### config.mk
export PLATFORM = sky130hd
export DESIGN_NAME = upsc_out_fifo
export DESIGN_NICKNAME = d
export VERILOG_FILES = /design/src/sv/upsc_pkg.sv /design/src/sv/upsc_out_fifo.sv
export SDC_FILE = /design/constraint.sdc
export NUM_CORES = 1
export LEC_CHECK = 0
export BUFFER_PORTS_ARGS = -buffer_cell sky130_fd_sc_hd__buf_2
export CAP_MARGIN = 25
export CORE_MARGIN = 2
export CORE_UTILIZATION = 49
export DETAILED_ROUTE_END_ITERATION = 6
export GPL_TIMING_DRIVEN = 0
export HOLD_SLACK_MARGIN = 0.12
export PLACE_DENSITY_LB_ADDON = 0.15
export SLEW_MARGIN = 10
export SYNTH_ARGS = -nofsm -noshare
export SYNTH_HDL_FRONTEND = slang
export SYNTH_SLANG_ARGS = --single-unit
export TNS_END_PERCENT = 20
### constraint.sdc
create_clock -name clk_i -period 4.38 [get_ports clk_i]
set_input_delay 0.219 -clock clk_i [delete_from_list [all_inputs] [get_ports clk_i]]
set_output_delay 0.219 -clock clk_i [all_outputs]
set_load 0.05 [all_outputs]
### src/sv/upsc_pkg.sv
`timescale 1ns / 1ps

package upsc_pkg;

  // Input beat: one source pixel or one output request.
  typedef struct packed {
    logic       mode;
    logic [7:0] blue_in;
    logic [7:0] green_in;
    logic [7:0] red_in;
  } upsc_in_t;

  // Output beat: one item of the enlarged image, or a status code.
  typedef struct packed {
    logic [2:0] kind;
    logic [7:0] blue_out;
    logic [7:0] green_out;
    logic [7:0] red_out;
    logic       row_end;
    logic       image_end;
  } upsc_out_t;

  localparam logic MODE_LOAD    = 1'b0;
  localparam logic MODE_REQUEST = 1'b1;

  localparam logic [2:0] KIND_PIXEL   = 3'd0;
  localparam logic [2:0] KIND_PAD     = 3'd1;
  localparam logic [2:0] KIND_NONE    = 3'd2;
  localparam logic [2:0] KIND_STORED  = 3'd3;
  localparam logic [2:0] KIND_REFUSED = 3'd4;

  localparam int unsigned CFG_IDX_W  = 2;
  localparam int unsigned CFG_DATA_W = 16;

  localparam logic [CFG_IDX_W-1:0] CFG_SCALE_FACTOR  = 2'd0;
  localparam logic [CFG_IDX_W-1:0] CFG_SOURCE_WIDTH  = 2'd1;
  localparam logic [CFG_IDX_W-1:0] CFG_SOURCE_HEIGHT = 2'd2;

  localparam logic [6:0] FACTOR_LIMIT = 7'd100;

  // Output queue: covers the beat in the read stage plus one draining beat.
  localparam int unsigned OUT_FIFO_DEPTH = 3;
  localparam int unsigned OUT_FIFO_CNT_W = $clog2(OUT_FIFO_DEPTH + 1);
  localparam int unsigned OUT_FIFO_PTR_W = $clog2(OUT_FIFO_DEPTH);

endpackage

### src/sv/upsc_out_fifo.sv
`timescale 1ns / 1ps

module upsc_out_fifo (
  input  logic                               clk_i,
  input  logic                               rst_ni,
  input  logic                               push_i,
  input  upsc_pkg::upsc_out_t                push_data_i,
  input  logic                               pop_i,
  output logic                               valid_o,
  output upsc_pkg::upsc_out_t                head_o,
  output logic [upsc_pkg::OUT_FIFO_CNT_W-1:0] count_o
);

  import upsc_pkg::*;

  localparam logic [OUT_FIFO_PTR_W-1:0] LAST_PTR = OUT_FIFO_PTR_W'(OUT_FIFO_DEPTH - 1);

  upsc_out_t                 mem_q [OUT_FIFO_DEPTH];
  logic [OUT_FIFO_PTR_W-1:0] wr_ptr_q, wr_ptr_d;
  logic [OUT_FIFO_PTR_W-1:0] rd_ptr_q, rd_ptr_d;
  logic [OUT_FIFO_CNT_W-1:0] cnt_q, cnt_d;
  logic                      do_pop;

  assign do_pop = pop_i && (cnt_q != '0);

  always_comb begin
    wr_ptr_d = wr_ptr_q;
    rd_ptr_d = rd_ptr_q;
    cnt_d    = cnt_q;
    if (push_i) begin
      wr_ptr_d = (wr_ptr_q == LAST_PTR) ? '0 : wr_ptr_q + OUT_FIFO_PTR_W'(1);
    end
    if (do_pop) begin
      rd_ptr_d = (rd_ptr_q == LAST_PTR) ? '0 : rd_ptr_q + OUT_FIFO_PTR_W'(1);
    end
    if (push_i && !do_pop) begin
      cnt_d = cnt_q + OUT_FIFO_CNT_W'(1);
    end else if (!push_i && do_pop) begin
      cnt_d = cnt_q - OUT_FIFO_CNT_W'(1);
    end
  end

  always_ff @(posedge clk_i or negedge rst_ni) begin
    if (!rst_ni) begin
      wr_ptr_q <= '0;
      rd_ptr_q <= '0;
      cnt_q    <= '0;
    end else begin
      wr_ptr_q <= wr_ptr_d;
      rd_ptr_q <= rd_ptr_d;
      cnt_q    <= cnt_d;
    end
  end

  always_ff @(posedge clk_i) begin
    if (push_i) begin
      mem_q[wr_ptr_q] <= push_data_i;
    end
  end

  assign valid_o = (cnt_q != '0);
  assign head_o  = mem_q[rd_ptr_q];
  assign count_o = cnt_q;

endmodule

==> results by group, run 1 <==
Pwr
  • Pwr Density: 723 mW/mm^2
  • Pwr Total: roughly 3.3 mW
  • Leakage: 1.76 nW
  • Max VDD drop: 0.395 mV

Die
  • Starting density of the core: between 40% and 50%
  • Core Region: 0.00714 mm^2
  • Die height: 89.1 um
  • Die W: 89.1 um
  • Std-Cell Rows: 31
  • Boundary pin count: 65
  • Die Area: 0.00793 mm^2

Placed design
  • IO Port Bufs: between 60 and 70
  • Placed cell area: 0.00410 mm^2
  • DP HPWL: 4050 um
  • RePlAce Congestion: 0.698

Drt
  • Starting DRC count in detailed routing: just under 90
  • Routed vias/inst: 4.88
  • Drt pass-1 iters: 4
  • WL/cell: 14.8 um
  • Post-Route WL: approximately 6300 um
  • Final ANT Viol Nets: 0
  • # DRC: 0
  • Vias: 2078

Synthesis
  • Register area share after synthesis: 77.9%
  • Synthesis Warnings: 0
  • Synthesized area: roughly 0.0035 mm^2
  • Count of cell types in the netlist: 23
  • Yosys reg bits: 93
  • Post-Syn Instances: 210
  • Post-synthesis area per instance: 16.9 um^2
  • Net count after synthesis: 244

GRT
  • Vias in the first global route: 2032
  • First-pass GRT wire length: 9690 um
  • GRT Total Usage: 17.0%
  • Initial antenna violation count: 0
  • Largest net degree at the start of global routing: 17
  • Remaining Overflow, GRT: 0

Clock tree
  • Setup Fix Bufs, Post-CTS: 0
  • H-tree Lvls: 3
  • Clock sink total: 93
  • Clock Pin Slew Worst Setup and Hold Paths: ~90 ps
  • Clock Latency Late Sink: 350 ps
  • CTS tree: yes
  • CTS buffer count: 9
  • CTS Buffer Depth: 2
  • CTS root buf: clkbuf_8

Critical path
  • Crit Path Max Fanout: 9
  • Required @ worst endpoint: about 4500 ps
  • Crit. End Element: register
  • CP max-delay cell: nor3_2
  • Worst path cell trace: nor3_2 > buf_4 > buf_6
  • Critical path arrival: 1930 ps
  • CP Class: reg -> reg
  • CP Launch Point: wr_ptr_q[1]
  • CP top delay family: simple AND/OR/NAND/NOR gates
  • CP Launch Type: register
  • Slowest stage delay, CP: 700 ps
  • Worst R2R Start: wr_ptr_q[1]
  • WP buf/inv: 2

Timing
  • Max Slew Vio Count: 0
  • Clk_skew: 13.3 ps
  • Fmax: 0.537 GHz
  • Worst hold slack: 214 ps
  • Final hold violation count: 0
  • Unrepaired setup endpoints after global routing: false
  • Slew headroom: 46.2%
  • Final setup vio count: 0
  • Worst Max-Slew Pin Slew: 803 ps
  • Final min period: 1860 ps
  • Tcrit/Tclk final: 42.5%

Hold path
  • Hold Crit Class: in -> async

Finish
  • Final nets: 356
  • Layout area overhead: 29.5%
  • Final core utilization: 64.3%
  • Most common cell after layout, fill and taps aside: edfxtp_1
  • Layout cells sized above 1: 31.2%
  • Commonest cells after routing, fill and taps aside: 87 x edfxtp_1, 69 x buf_2, 31 x nand2_1
  • Fin area: 0.00459 mm^2
  • Final-layout fill cell count: approximately 540
  • Ant diodes: 0

Run status
  • Status: complete, no violations

Flow run
  • Max-cap violation count: 0
==> sequential cells by signal (all words and copies together), names as in the netlist <==
signal / count
mem_q: 87
wr_ptr_q: 2
rd_ptr_q: 2
count_o: 2
==> cells in the mapped netlist, drive strengths merged <==
library cell / number / share of area [%]
edfxtp: 87 / 74
buf: 10 / 2.9
o21ai: 31 / 4.5
nor3b: 1 / 0.21
nand2: 31 / 3.3
ha: 1 / 0.35
xor2: 2 / 0.49
nor2: 2 / 0.21
mux2i: 29 / 8.2
clkbuf: 1 / 0.14
a21o: 3 / 0.64
dfrtp: 6 / 4.2
inv: 1 / 0.11
nand2b: 1 / 0.18
xnor2: 1 / 0.25
or2: 1 / 0.18
nor3: 2 / 0.42
==> area by class of cell <==
type	count	area (um^2)	area share [%]
Timing Repair Buffer	101	712	15.5
Inverter	1	3.75	0.0818
Tap cell	99	124	2.70
Sequential cell	93	2760	60.2
Buffer	11	109	2.37
Multi-Input combinational cell	105	687	15.0
Clock buffer	10	128	2.78
Clock inverter	6	63.8	1.39
==> logic make-up after synthesis <==
family	count (synthesis)	synth area share (%)
AND/OR/NAND/NOR	38	4.48
flip-flops	93	77.9
AO/OA/AOI/OAI	34	5.12
buffers and inverters	12	3.18
XOR/XNOR	3	0.741
adder cells (fa/ha/maj)	1	0.353
multiplexers	29	8.19
==> where the power goes <==
group | internal (mW) | total, mW | switching, mW
clock | 0.263 | 0.545 | 0.282
sequential | 1.14 | 1.20 | 0.0528
combinational | 0.447 | 1.58 | 1.13
==> final timing paths <==
path,end,slack [ps],cells after the start
worst max-delay path,mem_q[0][8],2520,3
worst min-delay path,rd_ptr_q[0],210,2
worst max register to register,mem_q[0][8],2520,3
worst min register to register,count_o[1],530,1
max in group asynchronous,wr_ptr_q[0],4010,2
min in group clk_i,rd_ptr_q[1],240,4
==> metal layers <==
metal,track usage (%),vias up,share of wire [%]
li1,-,1011,-
met1,20.7,1007,43
met2,28.6,52,52
met3,3.79,8,3.9
met4,8.55,0,1.7
met5,0,-,0
==> what timing repair did <==
action	CTS	global route
resized for setup	0	0
endpoints found under the setup margin	0	0
hold endpoints to repair	93	0
hold buffers	30	0
==> through the flow <==
step | setup TNS [ps] | setup WS, ps | std cells
global placement | -123 | -5.02 | 373
detailed placement | 0 | 2490 | 380
floorplan | 0 | 1340 | 210
global route | 0 | 2420 | 426
CTS | 0 | 2490 | 426
finish | 0 | 2520 | 426
==> worst register-to-register path, cell delays in order (launching register included) <==
cell and delay (ps):
dfrtp_1 440, nor3_2 700, buf_4 290, buf_6 160
Power figures use the tool's default switching activity.
==> run 2: changes to the inputs <==
==> constraint.sdc (replaced) <==
create_clock -name clk_i -period 1.8 [get_ports clk_i]
set_input_delay 0.09 -clock clk_i [delete_from_list [all_inputs] [get_ports clk_i]]
set_output_delay 0.09 -clock clk_i [all_outputs]
set_load 0.05 [all_outputs]
==> run 2 against run 1 <==
Power grew 150%. Clock power up 140%. Global-route usage up 0.32 points. Design area increased by 1.3%. Count of clock-buffer cells in the layout stayed put. Core utilization up 0.84 points. Final cell count increased by 0.23%. Register-to-register slack got worse by 2300 ps. Sequential power increased by 140%. Critical path type is now reg -> out. Critical endpoint is now head_o[11]. Largest cell class unchanged.
==> results by group, run 2 (synthesis results as in run 1) <==
GRT
  • Vias in the first global route: 2052 (+0.98%)
  • Remaining Overflow, GRT: 0 (unchanged)
  • Initial antenna violation count: 0 (unchanged)
  • GRT Total Usage: 17.3% (+0.32 points)
  • First-pass GRT wire length: 9830 um (+1.4%)
  • Largest net degree at the start of global routing: 17 (unchanged)

Finish
  • Final core utilization: 65.1% (+0.84 points)
  • Layout cells sized above 1: 30.5% (-0.70 points)
  • Final nets: 357 (+0.28%)
  • Max reg flops: 87 (unchanged)
  • Post-Layout Cell Count: 427 (+0.23%)
  • Ant diodes: 0 (unchanged)
  • Most common cell after layout, fill and taps aside: edfxtp_1
  • Reg with most FFs: mem_q
  • Layout area overhead: 31.2%
  • Commonest cells after routing, fill and taps aside: 87 x edfxtp_1, 69 x buf_2, 33 x dlygate4sd3_1
  • Fin area: 0.00465 mm^2 (+1.3%)

Hold path
  • Hold path depth: 2
  • Hold Crit Class: in -> reg

Timing
  • Final hold violation count: 0 (unchanged)
  • Unrepaired setup endpoints after global routing: false
  • Clk_skew: 6.57 ps (-6.77 ps)
  • Slew headroom: 64.0% (+18 points)
  • Worst Max-Slew Pin Slew: 539 ps (-264 ps)
  • Fmax: roughly 0.6 GHz
  • Final min period: ~1700 ps
  • Final setup vio count: 0 (unchanged)
  • Tcrit/Tclk final: 92.9%
  • Max Slew Vio Count: 0 (unchanged)
  • Final WS setup: 129 ps (-2390 ps)

Placed design
  • DP HPWL: 3880 um (-4.4%)
  • Post-Place Cells: 376 (-1.1%)
  • Placed cell area: 0.00409 mm^2 (-0.21%)
  • RePlAce Congestion: 0.720 (+3.2%)
  • IO Port Bufs: 64 (unchanged)
  • DP Worst Slack: -31.4 ps (-2520 ps)

Pwr
  • Max VDD drop: 1.01 mV (+160%)
  • Pwr Density: 1750 mW/mm^2 (+140%)
  • Pwr Total: 8.14 mW (+150%)
  • Leakage: 1.77 nW (+0.75%)

Clock tree
  • CTS buffer count: 9 (unchanged)
  • H-tree Lvls: 3 (unchanged)
  • Clock sink total: 93 (unchanged)
  • CTS root buf: clkbuf_8
  • CTS tree: yes
  • Clock Latency Late Sink: 350 ps (about the same)
  • Post-cts resize count: 0 (unchanged)
  • Clock Pin Slew Worst Setup and Hold Paths: 90 ps (about the same)
  • CTS Buffer Depth: 2 (unchanged)

Die
  • Die W: 89.1 um (unchanged)
  • Die height: 89.1 um (unchanged)
  • Starting density of the core: 49.7% (unchanged)
  • Std-Cell Rows: 31 (unchanged)
  • Die Area: 0.00793 mm^2 (unchanged)
  • Boundary pin count: 65 (unchanged)
  • Core Region: 0.00714 mm^2 (unchanged)

Critical path
  • CP Class: reg -> out
  • Crit Path Max Fanout: 10 (+1)
  • Worst reg2reg path depth: 3 (unchanged)
  • Critical path arrival: 1580 ps (-350 ps)
  • Required @ worst endpoint: 1710 ps (-2740 ps)
  • CP Launch Type: register
  • Crit. End Element: primary output

Drt
  • Drt pass-1 iters: 4 (unchanged)
  • Starting DRC count in detailed routing: 108 (+24%)
  • WL/cell: 15.1 um (+1.9%)
  • Final ANT Viol Nets: 0 (unchanged)
  • Post-Route WL: 6440 um (+2.2%)
  • # DRC: 0 (unchanged)
  • Routed vias/inst: 4.79 (-1.8%)
  • Vias: 2045 (-1.6%)

Run status
  • Status: complete, no violations

Flow run
  • Max-cap violation count: 0 (unchanged)
[run 2: repair_timing]
item | CTS | global route
hold endpoints to repair | 96 | 0
pin swaps | 0 | 1
buffers inserted | 1 | 1
setup endpoints to repair | 15 | 15
hold buffers | 33 | 0
[run 2: metrics by stage]
step | setup TNS, ps | hold slack [ps]
after floorplan | -14360 | -206
after global placement | -72010 | -73.9
after detailed placement | -461 | -75.8
after CTS | 0 | 447
after global routing | 0 | 460
final | 0 | 463
[run 2: cell type report]
type | count | area (um^2)
multi-input combinational | 105 | 699
clock buffer | 10 | 128
clock inverter | 6 | 62.6
inverter | 1 | 3.75
fill | 543 | 2490
buffer | 11 | 109
timing repair buffer | 102 | 761
sequential | 93 | 2760
tap | 99 | 124
[run 2: per-layer routing]
| layer | global-route usage, % | part of all wire [%] |
|---|---|---|
| met1 | 20.3 | 42 |
| met2 | 30.5 | 53 |
| met3 | 3.23 | 3.5 |
| met4 | 8.55 | 1.5 |
| met5 | 0 | 0 |
[run 2: where the power goes]
part	switching, mW	internal (mW)	leakage [nW]	total, mW
Sequential	0.136	2.78	0.876	2.92
Clock	0.689	0.640	0.0903	1.33
Combinational	2.76	1.13	0.804	3.89
[run 2: final timing paths]
| path | startpoint | endpoint | slack, ps |
|---|---|---|---|
| max in group asynchronous | rst_ni | rd_ptr_q[1] | 890 |
| max | rd_ptr_q[0] | head_o[11] | 130 |
| max reg2reg | wr_ptr_q[0] | mem_q[1][6] | 240 |
| min reg2reg | count_o[1] | count_o[1] | 520 |
| min in group asynchronous | rst_ni | count_o[0] | 690 |
| min | push_data_i[17] | mem_q[1][17] | 460 |
[run 2: critical path, stage by stage (launching register included)]
cell and delay (ps):
dfrtp_1 380, buf_6 140, buf_12 150, mux2i_1 120
o21ai_1 160, buf_2 290
==> run 3: changes to the inputs <==
--- a/config.mk
+++ b/config.mk
@@ -5,6 +5,7 @@
 export SDC_FILE = /design/constraint.sdc
 export NUM_CORES = 1
 export LEC_CHECK = 0
+export ABC_AREA = 1
 export BUFFER_PORTS_ARGS = -buffer_cell sky130_fd_sc_hd__buf_2
 export CAP_MARGIN = 25
 export CORE_MARGIN = 2
==> run 3 against run 2 <==
Die area is 3.2% lower. Critical endpoint is now head_o[23]. Sequential share of layout area up 1.7 points. First-iteration DRC count rose by 49%. Highest routed layer unchanged. Final cell count increased by 8.2%. Maximum frequency fell by 0.70%. Synthesized area is 3.4% lower.
==> results by group, run 3 <==
Finish
  • Layout cells sized above 1: 26.0% (-4.5 points)
  • Max reg flops: 87 (unchanged)
  • Most common cell after layout, fill and taps aside: nand2_1
  • Commonest cells after routing, fill and taps aside: 98 x nand2_1, 87 x edfxtp_1, 47 x buf_2
  • Layout area overhead: 31.9%
  • Reg with most FFs: mem_q
  • Ant diodes: 0 (unchanged)
  • Final-layout fill cell count: 519 (-4.4%)
  • Final core utilization: 66.5% (+1.3 points)
  • Final nets: 395 (+11%)

Timing
  • Final setup vio count: 0 (unchanged)
  • Unrepaired setup endpoints after global routing: false
  • Tcrit/Tclk final: 93.5% (+0.66 points)
  • Fmax: 0.594 GHz (-0.70%)
  • Final hold violation count: 0 (unchanged)
  • Final min period: 1680 ps (+11.8 ps)
  • Clk_skew: 5.99 ps (-0.574 ps)
  • Worst hold slack: 472 ps (+8.55 ps)
  • Worst Max-Slew Pin Slew: 684 ps (+144 ps)
  • Setup_tns: 0 ps (unchanged)
  • Max Slew Vio Count: 0 (unchanged)
  • Slew headroom: 54.4% (-9.6 points)

Die
  • Die W: 87.6 um (-1.6%)
  • Boundary pin count: 65 (unchanged)
  • Std-Cell Rows: 30 (-3.2%)
  • Starting density of the core: 50.4% (+0.74 points)
  • Die Area: 0.00767 mm^2 (-3.2%)
  • Die height: 87.6 um (-1.6%)
  • Core Region: 0.00679 mm^2 (-4.8%)

Critical path
  • CP dominant cell by count: clkbuf_4
  • Worst path cell trace: nor2_2 > clkbuf_4 > nand2_1 > nand3_1 > clkbuf_4
  • Required @ worst endpoint: 1710 ps (about the same)
  • Critical path arrival: 1590 ps (about the same)
  • CP max-delay cell: dfrtp_1
  • CP Class: reg -> out
  • CP top delay family: buffers and inverters
  • Crit Path Max Fanout: 10 (unchanged)
  • Slowest stage delay, CP: 440 ps (+60 ps)
  • WP buf/inv: 2 (-1)
  • CP Launch Type: register
  • Crit. End Element: primary output

Synthesis
  • Share of the synthesized area in the top cell type: 76.3% (+2.6 points)
  • Top FF cell, synth: edfxtp_1
  • Net count after synthesis: 285 (+17%)
  • Post-synth EDFFs: 87 (unchanged)
  • Top cells by area, synth: edfxtp_1 76%, nand2_1 11%, nand3_1 5.0%
  • Synthesis Warnings: 0 (unchanged)
  • Ys async rst share: 6.45% (unchanged)
  • Most common cell in the synthesized netlist: nand2_1
  • Commonest cells post-synth: 98 x nand2_1, 87 x edfxtp_1, 34 x nand3_1
  • Register area share after synthesis: 80.7% (+2.7 points)
  • Post-synthesis area per instance: 13.6 um^2 (-19%)
  • Synthesized area: 0.00342 mm^2 (-3.4%)
  • Count of cell types in the netlist: 12 (-48%)
  • Post-synth top area cell: edfxtp_1
  • Post-Syn Instances: 251 (+20%)
  • Yosys reg bits: 93 (unchanged)

Drt
  • Final ANT Viol Nets: 0 (unchanged)
  • WL/cell: 14.0 um (-7.3%)
  • Post-Route WL: 6450 um (+0.26%)
  • Starting DRC count in detailed routing: 161 (+49%)
  • Vias: 2196 (+7.4%)
  • # DRC: 0 (unchanged)
  • Routed vias/inst: 4.75 (-0.75%)
  • Drt pass-1 iters: 5 (+1)

GRT
  • Vias in the first global route: 2060 (+0.39%)
  • Largest net degree at the start of global routing: 30 (+13)
  • Initial antenna violation count: 0 (unchanged)
  • First-pass GRT wire length: 9890 um (+0.63%)
  • GRT Total Usage: 17.9% (+0.60 points)
  • Remaining Overflow, GRT: 0 (unchanged)

Clock tree
  • Clock sink total: 93 (unchanged)
  • CTS buffer count: 9 (unchanged)
  • CTS tree: yes
  • CTS root buf: clkbuf_8
  • Clock Latency Late Sink: 350 ps (about the same)
  • Clock Pin Slew Worst Setup and Hold Paths: 90 ps (about the same)
  • H-tree Lvls: 3 (unchanged)
  • CTS Buffer Depth: 2 (unchanged)
  • Setup Fix Bufs, Post-CTS: 0 (-1)

Pwr
  • Pwr Density: 1850 mW/mm^2 (+5.8%)
  • Max VDD drop: 1.05 mV (+3.8%)
  • Leakage: 1.79 nW (+1.1%)
  • Pwr Total: 8.37 mW (+2.8%)

Placed design
  • RePlAce Congestion: 0.703 (-2.3%)
  • DP HPWL: 3840 um (-1.0%)
  • IO Port Bufs: 64 (unchanged)

Flow run
  • Max-cap violation count: 0 (unchanged)

Hold path
  • Hold Crit Class: in -> reg

Run status
  • Status: complete, no violations
run 3: cell count changes in the layout (fill, tap and decap cells not counted), moves of 4 or more:
cell      delta
buf_12       -4
buf_2       -22
o21ai_1     -28
mux2i_1     -29
inv_1        +6
clkbuf_4    +19
nand3_1     +34
nand2_1     +67
run 3: power by group:
part	total (mW)	internal [mW]	switching [mW]
registers	2.91	2.78	0.122
logic	4.10	1.04	3.06
clock network	1.36	0.649	0.710
total	8.37	4.48	3.89
run 3: logic make-up after synthesis:
group           Yosys count  synth area share [%]
flops                    93                  80.7
compound gates            2                 0.292
buf+inv                  18                  2.19
xor+xnor                  1                 0.256
simple gates            136                  16.2
fa+ha+maj                 1                 0.365
run 3: layout make-up:
cell class | instances | area (um^2) | share of cell area (%)
Sequential cell | 93 | 2760 | 61.2
Clock buffer | 9 | 124 | 2.74
Timing Repair Buffer | 99 | 741 | 16.4
Inverter | 9 | 37.5 | 0.831
Clock inverter | 7 | 72.6 | 1.61
Buffer | 9 | 60.1 | 1.33
Multi-Input combinational cell | 140 | 599 | 13.3
Tap cell | 96 | 120 | 2.66
run 3: stage by stage:
stage,cell area [um^2],setup WS (ps),std cells
finish,4520,117,462
global route,4520,3.96,462
CTS,4450,4.07,462
detailed placement,3920,80.6,413
global placement,3870,-407,411
floorplan,3430,-213,251
run 3: routing by layer:
metal / up-vias / part of all wire [%] / wire, um / track usage, %
met5: - / 0 / 0 / 0
li1: 1090 / - / - / -
met1: 1049 / 42 / 2700 / 21.8
met2: 46 / 53 / 3440 / 30.4
met4: 0 / 2.0 / 127 / 8.95
met3: 11 / 2.9 / 186 / 3.68
run 3: worst paths after layout:
kind                                      start      endpoint  slack (ps)  cells past startpoint
worst max-delay path                rd_ptr_q[1]    head_o[23]         120                      5
worst min-delay path            push_data_i[25]  mem_q[0][25]         470                      2
worst max register to register      wr_ptr_q[1]  mem_q[1][24]         270                      3
worst min register to register       count_o[1]    count_o[1]         520                      2
max in group asynchronous                rst_ni   rd_ptr_q[1]         920                      3
min in group asynchronous                rst_ni    count_o[0]         660                      3
run 3: worst register-to-register path, stage by stage (launching register included):
cell and delay, ps:
dfrtp_1 370, inv_1 140, nand3_1 130, inv_2 520
run 3: timing repair:
action | CTS | global route
endpoints found under the setup margin | 1 | 44
hold endpoints to repair | 97 | 0
gates resized for setup | 1 | 34
hold buffers | 33 | 0
